[src/rtl/tipg_pkg.sv]
package tipg_pkg;

  localparam int DEF_IMAGE_SIDE = 64;

  // byte offset: 12 bits, 32 bytes per 8x4 block
  localparam int IDX_W   = 12;
  localparam int LOCAL_W = 5;
  localparam int BLK_W   = IDX_W - LOCAL_W;
  localparam int PIX_W   = 6;
  localparam int LVL_W   = 6;

  typedef enum logic [2:0] {
    SHAPE_CIRCLE   = 3'd0,
    SHAPE_RING_OUT = 3'd1,
    SHAPE_RINGS    = 3'd2,
    SHAPE_OCTAGRAM = 3'd3,
    SHAPE_CIRC_TRI = 3'd4
  } shape_t;

  localparam logic [LVL_W-1:0] LVL_OFF  = 6'h00;
  localparam logic [LVL_W-1:0] LVL_LOW  = 6'h11;
  localparam logic [LVL_W-1:0] LVL_MID  = 6'h22;
  localparam logic [LVL_W-1:0] LVL_HIGH = 6'h33;

  function automatic logic [LVL_W-1:0] ring_level(input logic [2:0] k);
    logic [LVL_W-1:0] lvl;
    case (k)
      3'd0:    lvl = LVL_LOW;
      3'd1:    lvl = LVL_MID;
      3'd2:    lvl = LVL_LOW;
      3'd3:    lvl = LVL_LOW;
      default: lvl = LVL_MID;
    endcase
    return lvl;
  endfunction

endpackage

[src/rtl/tiled_icon_pixel_generator_core.sv]
// channel  ports                                                 handshake
// input    start, busy, in_byte_index                            start & !busy
// result   out_valid, out_pixel_x, out_pixel_y, out_intensity    out_valid strobe, one cycle
// config   cfg_wr_en, cfg_wr_data                                cfg_wr_en
//
// four-stage pipeline: input register, unswizzle (reciprocal multiply),
// offsets and squares, threshold compares into the result register.
// one item per cycle; its result strobes once it has passed the unswizzle, squares and result registers.
// busy is always low. synchronous reset clears the valid pipe and the
// shape register (filled circle). the receiver cannot stall.
module tiled_icon_pixel_generator_core import tipg_pkg::*; #(
  parameter int IMAGE_SIDE = DEF_IMAGE_SIDE
) (
  input  logic             clk,
  input  logic             rst_n,
  input  logic             start,
  output logic             busy,
  input  logic [IDX_W-1:0] in_byte_index,
  input  logic             cfg_wr_en,
  input  logic [2:0]       cfg_wr_data,
  output logic             out_valid,
  output logic [PIX_W-1:0] out_pixel_x,
  output logic [PIX_W-1:0] out_pixel_y,
  output logic [LVL_W-1:0] out_intensity
);

  localparam int Across = IMAGE_SIDE / 8;
  localparam int BlkMax = 2 ** BLK_W - 1;
  localparam int YMax   = (BlkMax / Across) * 4 + 3;
  localparam int XW     = $clog2(8 * Across);
  localparam int YW     = $clog2(YMax + 1);

  shape_t shape_r;

  always_ff @(posedge clk) begin
    if (!rst_n) begin
      shape_r <= SHAPE_CIRCLE;
    end else if (cfg_wr_en) begin
      shape_r <= shape_t'(cfg_wr_data);
    end
  end

  assign busy = 1'b0;

  logic             v1_r, v2_r, v3_r, out_valid_r;
  logic [IDX_W-1:0] idx1_r;
  logic [XW-1:0]    x2_r, x3_r, x2_nxt;
  logic [YW-1:0]    y2_r, y3_r, y2_nxt;
  logic [PIX_W-1:0] px_r, py_r;
  logic [LVL_W-1:0] lvl_r, lvl_nxt;

  tipg_xy #(.IMAGE_SIDE(IMAGE_SIDE), .XW(XW), .YW(YW)) u_xy (
    .idx (idx1_r),
    .x   (x2_nxt),
    .y   (y2_nxt)
  );

  tipg_shade #(.IMAGE_SIDE(IMAGE_SIDE), .XW(XW), .YW(YW)) u_shade (
    .clk       (clk),
    .x         (x2_r),
    .y         (y2_r),
    .shape     (shape_r),
    .intensity (lvl_nxt)
  );

  always_ff @(posedge clk) begin
    if (!rst_n) begin
      v1_r        <= 1'b0;
      v2_r        <= 1'b0;
      v3_r        <= 1'b0;
      out_valid_r <= 1'b0;
    end else begin
      v1_r        <= start && !busy;
      v2_r        <= v1_r;
      v3_r        <= v2_r;
      out_valid_r <= v3_r;
    end
  end

  // payload pipe, no reset needed
  always_ff @(posedge clk) begin
    idx1_r <= in_byte_index;
    x2_r   <= x2_nxt;
    y2_r   <= y2_nxt;
    x3_r   <= x2_r;
    y3_r   <= y2_r;
    px_r   <= PIX_W'(x3_r);
    py_r   <= PIX_W'(y3_r);
    lvl_r  <= lvl_nxt;
  end

  assign out_valid     = out_valid_r;
  assign out_pixel_x   = px_r;
  assign out_pixel_y   = py_r;
  assign out_intensity = lvl_r;

endmodule

[src/rtl/tipg_xy.sv]
module tipg_xy import tipg_pkg::*; #(
  parameter int IMAGE_SIDE = DEF_IMAGE_SIDE,
  parameter int XW = 6,
  parameter int YW = 6
) (
  input  logic [IDX_W-1:0] idx,
  output logic [XW-1:0]    x,
  output logic [YW-1:0]    y
);

  localparam int Across     = IMAGE_SIDE / 8;
  localparam int RecipShift = 14;
  localparam int Recip      = (2 ** RecipShift + Across - 1) / Across;
  localparam int PW         = BLK_W + RecipShift + 1;

  logic [BLK_W-1:0] blk;
  logic [PW-1:0]    prod;
  logic [BLK_W-1:0] by;
  logic [BLK_W-1:0] bx;

  // block row by reciprocal multiply, exact for all 7-bit block numbers
  assign blk  = idx[IDX_W-1:LOCAL_W];
  assign prod = PW'(blk) * PW'(Recip);
  assign by   = prod[RecipShift +: BLK_W];
  assign bx   = blk - BLK_W'(by * BLK_W'(Across));

  assign x = XW'({bx, idx[2:0]});
  assign y = YW'({by, idx[LOCAL_W-1:3]});

endmodule

[src/rtl/tipg_shade.sv]
module tipg_shade import tipg_pkg::*; #(
  parameter int IMAGE_SIDE = DEF_IMAGE_SIDE,
  parameter int XW = 6,
  parameter int YW = 6
) (
  input  logic             clk,
  input  logic [XW-1:0]    x,
  input  logic [YW-1:0]    y,
  input  shape_t           shape,
  output logic [LVL_W-1:0] intensity
);

  localparam int MW  = ($clog2(IMAGE_SIDE) + 1 > YW + 2) ? $clog2(IMAGE_SIDE) + 1 : YW + 2;
  localparam int CW  = MW + 1;
  localparam int RW  = MW + 4;
  localparam int RSW = RW + 1;
  localparam int SQ  = 2 * MW;
  localparam int RSQ = 2 * RW;
  localparam int EW  = 2 * RW + 2;

  localparam logic [EW-1:0] SideE = EW'(IMAGE_SIDE);
  localparam logic [EW-1:0] S2    = EW'(IMAGE_SIDE * IMAGE_SIDE);

  // first half: doubled centre offsets and squares
  logic signed [CW-1:0]  u, v;
  logic [MW-1:0]         a, b;
  logic signed [RSW-1:0] r;
  logic [RW-1:0]         rmag;
  logic                  rpos, tri_v;

  assign u    = $signed(CW'({x, 1'b1})) - $signed(CW'(IMAGE_SIDE));
  assign v    = $signed(CW'({y, 1'b1})) - $signed(CW'(IMAGE_SIDE));
  assign a    = u[CW-1] ? MW'(-u) : MW'(u);
  assign b    = v[CW-1] ? MW'(-v) : MW'(v);
  assign r    = RSW'(5 * IMAGE_SIDE) + RSW'(6) * RSW'(v);
  assign rpos = !r[RSW-1] && (r != '0);
  assign rmag = RW'(r);
  assign tri_v = (RSW'(12) * RSW'(v)) < RSW'(5 * IMAGE_SIDE);

  logic [MW-1:0]  a_r, b_r;
  logic [SQ-1:0]  aa_r, bb_r;
  logic [RSQ-1:0] rr_r;
  logic           rpos_r, tri_v_r;

  always_ff @(posedge clk) begin
    a_r     <= a;
    b_r     <= b;
    aa_r    <= SQ'(a) * SQ'(a);
    bb_r    <= SQ'(b) * SQ'(b);
    rr_r    <= RSQ'(rmag) * RSQ'(rmag);
    rpos_r  <= rpos;
    tri_v_r <= tri_v;
  end

  // second half: threshold compares and level select
  logic [EW-1:0]    d, d36, mm, ab;
  logic             in_c, in_tri, oct_off, oct_mid;
  logic [2:0]       k;

  assign d   = EW'(aa_r) + EW'(bb_r);
  assign d36 = d * EW'(36);
  assign mm  = (aa_r > bb_r) ? EW'(aa_r) : EW'(bb_r);
  assign ab  = EW'(a_r) + EW'(b_r);

  assign in_c    = d < S2;
  assign oct_off = (ab > SideE) && ((mm << 1) > S2);
  assign oct_mid = (EW'(3) * ab > (SideE << 1)) && (EW'(9) * mm > (S2 << 1));
  assign in_tri  = tri_v_r && rpos_r && (EW'(108) * EW'(aa_r) < EW'(rr_r));

  // ring number: thresholds rise with j, so count the ones passed
  always_comb begin
    k = 3'd0;
    for (int j = 1; j <= 5; j++) begin
      if (EW'(j * j) * S2 <= d36) k = 3'(j);
    end
  end

  always_comb begin
    case (shape)
      SHAPE_CIRCLE:   intensity = in_c ? LVL_LOW : LVL_OFF;
      SHAPE_RING_OUT: begin
        if (!in_c) intensity = LVL_OFF;
        else if ((d << 4) < EW'(9) * S2) intensity = LVL_MID;
        else intensity = LVL_LOW;
      end
      SHAPE_RINGS:    intensity = in_c ? ring_level(k) : LVL_OFF;
      SHAPE_OCTAGRAM: begin
        if (oct_off) intensity = LVL_OFF;
        else if (oct_mid) intensity = LVL_MID;
        else intensity = LVL_HIGH;
      end
      SHAPE_CIRC_TRI: begin
        if (in_tri) intensity = LVL_MID;
        else if (!in_c) intensity = LVL_OFF;
        else if (d36 < EW'(25) * S2) intensity = LVL_HIGH;
        else intensity = LVL_MID;
      end
      default:        intensity = LVL_OFF;
    endcase
  end

endmodule

[config.mk]
export PLATFORM = sky130hd
export DESIGN_NAME = tiled_icon_pixel_generator_core
export DESIGN_NICKNAME = d
export VERILOG_FILES = /design/src/rtl/tipg_pkg.sv /design/src/rtl/tiled_icon_pixel_generator_core.sv /design/src/rtl/tipg_xy.sv /design/src/rtl/tipg_shade.sv
export SDC_FILE = /design/constraint.sdc
export NUM_CORES = 1
export LEC_CHECK = 0
export ABC_CLOCK_PERIOD_IN_PS = 8550
export BUFFER_PORTS_ARGS = -buffer_cell sky130_fd_sc_hd__buf_2
export CAP_MARGIN = 20
export CORE_AREA = 2 2 159 122
export CTS_CLUSTER_SIZE = 40
export DETAILED_ROUTE_END_ITERATION = 10
export DIE_AREA = 0 0 161 124
export PLACE_DENSITY = 0.8
export SLEW_MARGIN = 0
export SYNTH_ARGS = -nofsm -noshare
export SYNTH_HDL_FRONTEND = slang
export SYNTH_SLANG_ARGS = --single-unit
[constraint.sdc]
create_clock -name clk -period 8.55 [get_ports clk]
set_input_delay 1.2825 -clock clk [delete_from_list [all_inputs] [get_ports clk]]
set_output_delay 1.2825 -clock clk [all_outputs]
set_load 0.01 [all_outputs]
==> metrics.md <==
| Metric | Value |
|---|---|
| RSZ-0062 raised after global routing | `false` |
| CTS Buf Count | `9` |
| Yosys reg bits | `108` |
| Clock transition at the registers of the reported paths | `0.08 ns` |
| # rows | `43` |
| Hold Crit Class | `reg2reg` |
| CP max-delay cell | `dfxtp_1` |
| Final min period | `8.012 ns` |
| Setup Skew | `0.01260 ns` |
| Syn Inst Count | `1287` |
| DR WL/cell | `14.18 µm` |
| CP peak stage delay | `0.64 ns` |
| Fin. max-slew vios | `0` |
| Commonest non-fill, non-tap cells in the layout | `inv_1 (266), ha_1 (235), dfxtp_1 (108)` |
| Routed WL | `22620 µm` |
| First-pass GRT wire length | `38830 µm` |
| Period utilisation layout | `93.70%` |
| Hold path cells | `0` |
| ANT nets after route | `0` |
| Die W | `161 µm` |
| Post-synthesis mux area share | `0.4365%` |
| Antenna violations before repair | `0` |
| Vias in the first global route | `8342` |
| Fin Setup TNS | `0 ns` |
| CTS max path bufs | `2` |
| Final HPWL DP | `18980 µm` |
| Critical Path Fanout Max | `10` |
| Detailed-route vias per instance | `5.271` |
| Syn Area/Cell | `9.131 µm²` |
| Post-synthesis simple-gate area fraction | `12.00%` |
| Ys async rst share | `0%` |
| Final setup viols | `0` |
| CP Capture Type | `register` |
| Yosys cell types | `80` |
| Largest net degree at the start of global routing | `22` |
| Layout Nets | `1696` |
| Tightest Pin Transition | `0.9554 ns` |
| Clock Sink Count | `108` |
| Yosys warnings | `0` |
| Commonest non-fill, non-tap cell in the layout | `inv_1` |
| Hold Path End | `out_pixel_x[3]` |
| GRT Resource Usage Total | `24.08%` |
| Fin util | `68.63%` |
| Synthesized area | `11750 µm²` |
| Stages on the worst setup path | `28` |
| Critical path buffers and inverters | `5` |
| Worst EP required | `8.77 ns` |
| # hold bufs at CTS | `0` |
| Worst-Skew Late Latency | `0.36 ns` |
| Placeable core area | `18290 µm²` |
| Root Buffer | `clkbuf_16` |
| Seq/Total Area, Yosys | `18.40%` |
| Delay-heaviest family, CP | `adder cells` |
| Placed Area | `12250 µm²` |
| XOR/XNOR Fraction of Synth Area | `6.420%` |
| Critical path type | `reg2reg` |
| Critical path arrival | `8.24 ns` |
| Max-cap violations | `0` |
| Post-synthesis adder-cell area fraction | `41.89%` |
| Final Hold Vio Count | `0` |
| Final GP Congestion | `0.9490` |
| Count of routing violations after the opening detailed-route iteration | `447` |
| FF-to-FF setup slack | `0.54 ns` |
| Synth Area in Compound Gates | `11.41%` |
| N_diodes | `0` |
| Initial Utilization | `64.24%` |
| DRT Pass-1 Iters | `5` |
| I/O pins | `39` |
| Port Buffers | `35` |
| Slew margin rel. | `35.50%` |
| Combinational family with the most area after synthesis | `adder cells` |
| CTS tree | `built` |
| Via count | `8407` |
| # resized after CTS | `0` |
| Hold_sp | `x3_r[3]` |
| Fmax | `124.8 MHz` |
| DR DRC count | `0` |
| Crit start category | `register` |
| Die H | `124 µm` |
| Reg2reg start | `y2_r[5]` |
| GRT overflow | `0` |
| Status | `complete, no violations` |
| CTS HTree Levels | `3` |
| Number of enable flip-flop cells after synthesis | `0` |
| Reg-to-Reg End | `u_shade.rr_r[23]` |
| # Post-CTS Setup Buffers | `0` |
| # fillers | `1423` |
| Area delta synth->final | `6.835%` |
| Final instance area | `12550 µm²` |
| Die ar. | `19960 µm²` |
| FF-to-FF path depth | `28` |
| Layout cells sized above 1 | `7.196%` |
| Post-synth top flop | `dfxtp_1` |
==> area by class of cell <==
class	instances	area (µm²)	area share (%)
multi-input cells	914	8566	68.23
flip-flops and latches	108	2162	17.22
inverters	272	1021	8.132
well taps	247	309.0	2.462
clock buffers	9	225.2	1.794
repair buffers	38	197.7	1.575
clock inverters	7	73.82	0.5880
==> how the worst max path moves through the flow <==
stage	end	start	slack, ns
after floorplan	u_shade.rr_r[22]	y2_r[1]	1.31
after global routing	u_shade.rr_r[23]	y2_r[5]	0.05
after detailed placement	u_shade.rr_r[23]	y2_r[5]	0.67
final	u_shade.rr_r[23]	y2_r[5]	0.54
after CTS	u_shade.rr_r[23]	y2_r[5]	0.61
after global placement	u_shade.rr_r[22]	y2_r[5]	0.91
==> Yosys cell counts (7+ instances only) <==
cell | count | share of area (%)
o21a_1 | 12 | 0.77
a211oi_1 | 8 | 0.51
nor2_1 | 80 | 2.6
fa_1 | 99 | 17
nor3_1 | 26 | 1.1
dfxtp_1 | 108 | 18
and3_1 | 7 | 0.37
nand2b_1 | 17 | 0.91
a31oi_1 | 9 | 0.48
ha_1 | 235 | 25
nand3_1 | 13 | 0.55
a21o_1 | 30 | 1.9
a21oi_1 | 38 | 1.6
or2_2 | 7 | 0.37
inv_1 | 266 | 8.5
nor2b_1 | 19 | 1.0
o21ai_0 | 37 | 1.6
xnor2_1 | 47 | 3.5
nand2_1 | 57 | 1.8
and2_1 | 15 | 0.80
xor2_1 | 26 | 1.9
==> per-stage QoR <==
step	instances	worst slack, ns	hold slack (ns)
CTS	1594	0.6096	0.3316
finish	1595	0.5383	0.3327
global placement	1578	0.9141	0.3104
detailed placement	1578	0.6672	0.3121
global route	1595	0.04533	0.3347
floorplan	1308	1.306	0.3096
==> sequential cells by signal, indices dropped and copies added, names as in the netlist, 2 cells and up <==
name / flops
out_pixel_y: 6
u_shade.aa_r: 10
out_pixel_x: 6
idx1_r: 12
y2_r: 6
u_shade.a_r: 5
y3_r: 6
x3_r: 6
x2_r: 6
u_shade.b_r: 5
u_shade.bb_r: 10
u_shade.rr_r: 19
shape_r: 3
out_intensity: 2
==> cell families after synthesis <==
kind of cell / Yosys count
adders and majority gates: 334
buffers and inverters: 286
AOI/OAI and AO/OA: 193
xor gates and xnor gates: 78
DFF: 108
and+or+nand+nor: 281
muxes: 5
other: 2
==> routing by layer <==
| metal | track usage (%) | wire (µm) | part of all wire [%] | up-vias |
|---|---|---|---|---|
| met4 | 5.748 | 284 | 1.3 | 0 |
| met5 | 0 | 0 | 0 | - |
| li1 | - | - | - | 4275 |
| met2 | 39.57 | 10100 | 45 | 196 |
| met1 | 33.86 | 11010 | 49 | 3912 |
| met3 | 3.563 | 1220 | 5.4 | 24 |
Power is left out: the tool's default activity adds up to more than one toggle a clock period on the data nets, which glitch-free logic cannot reach.
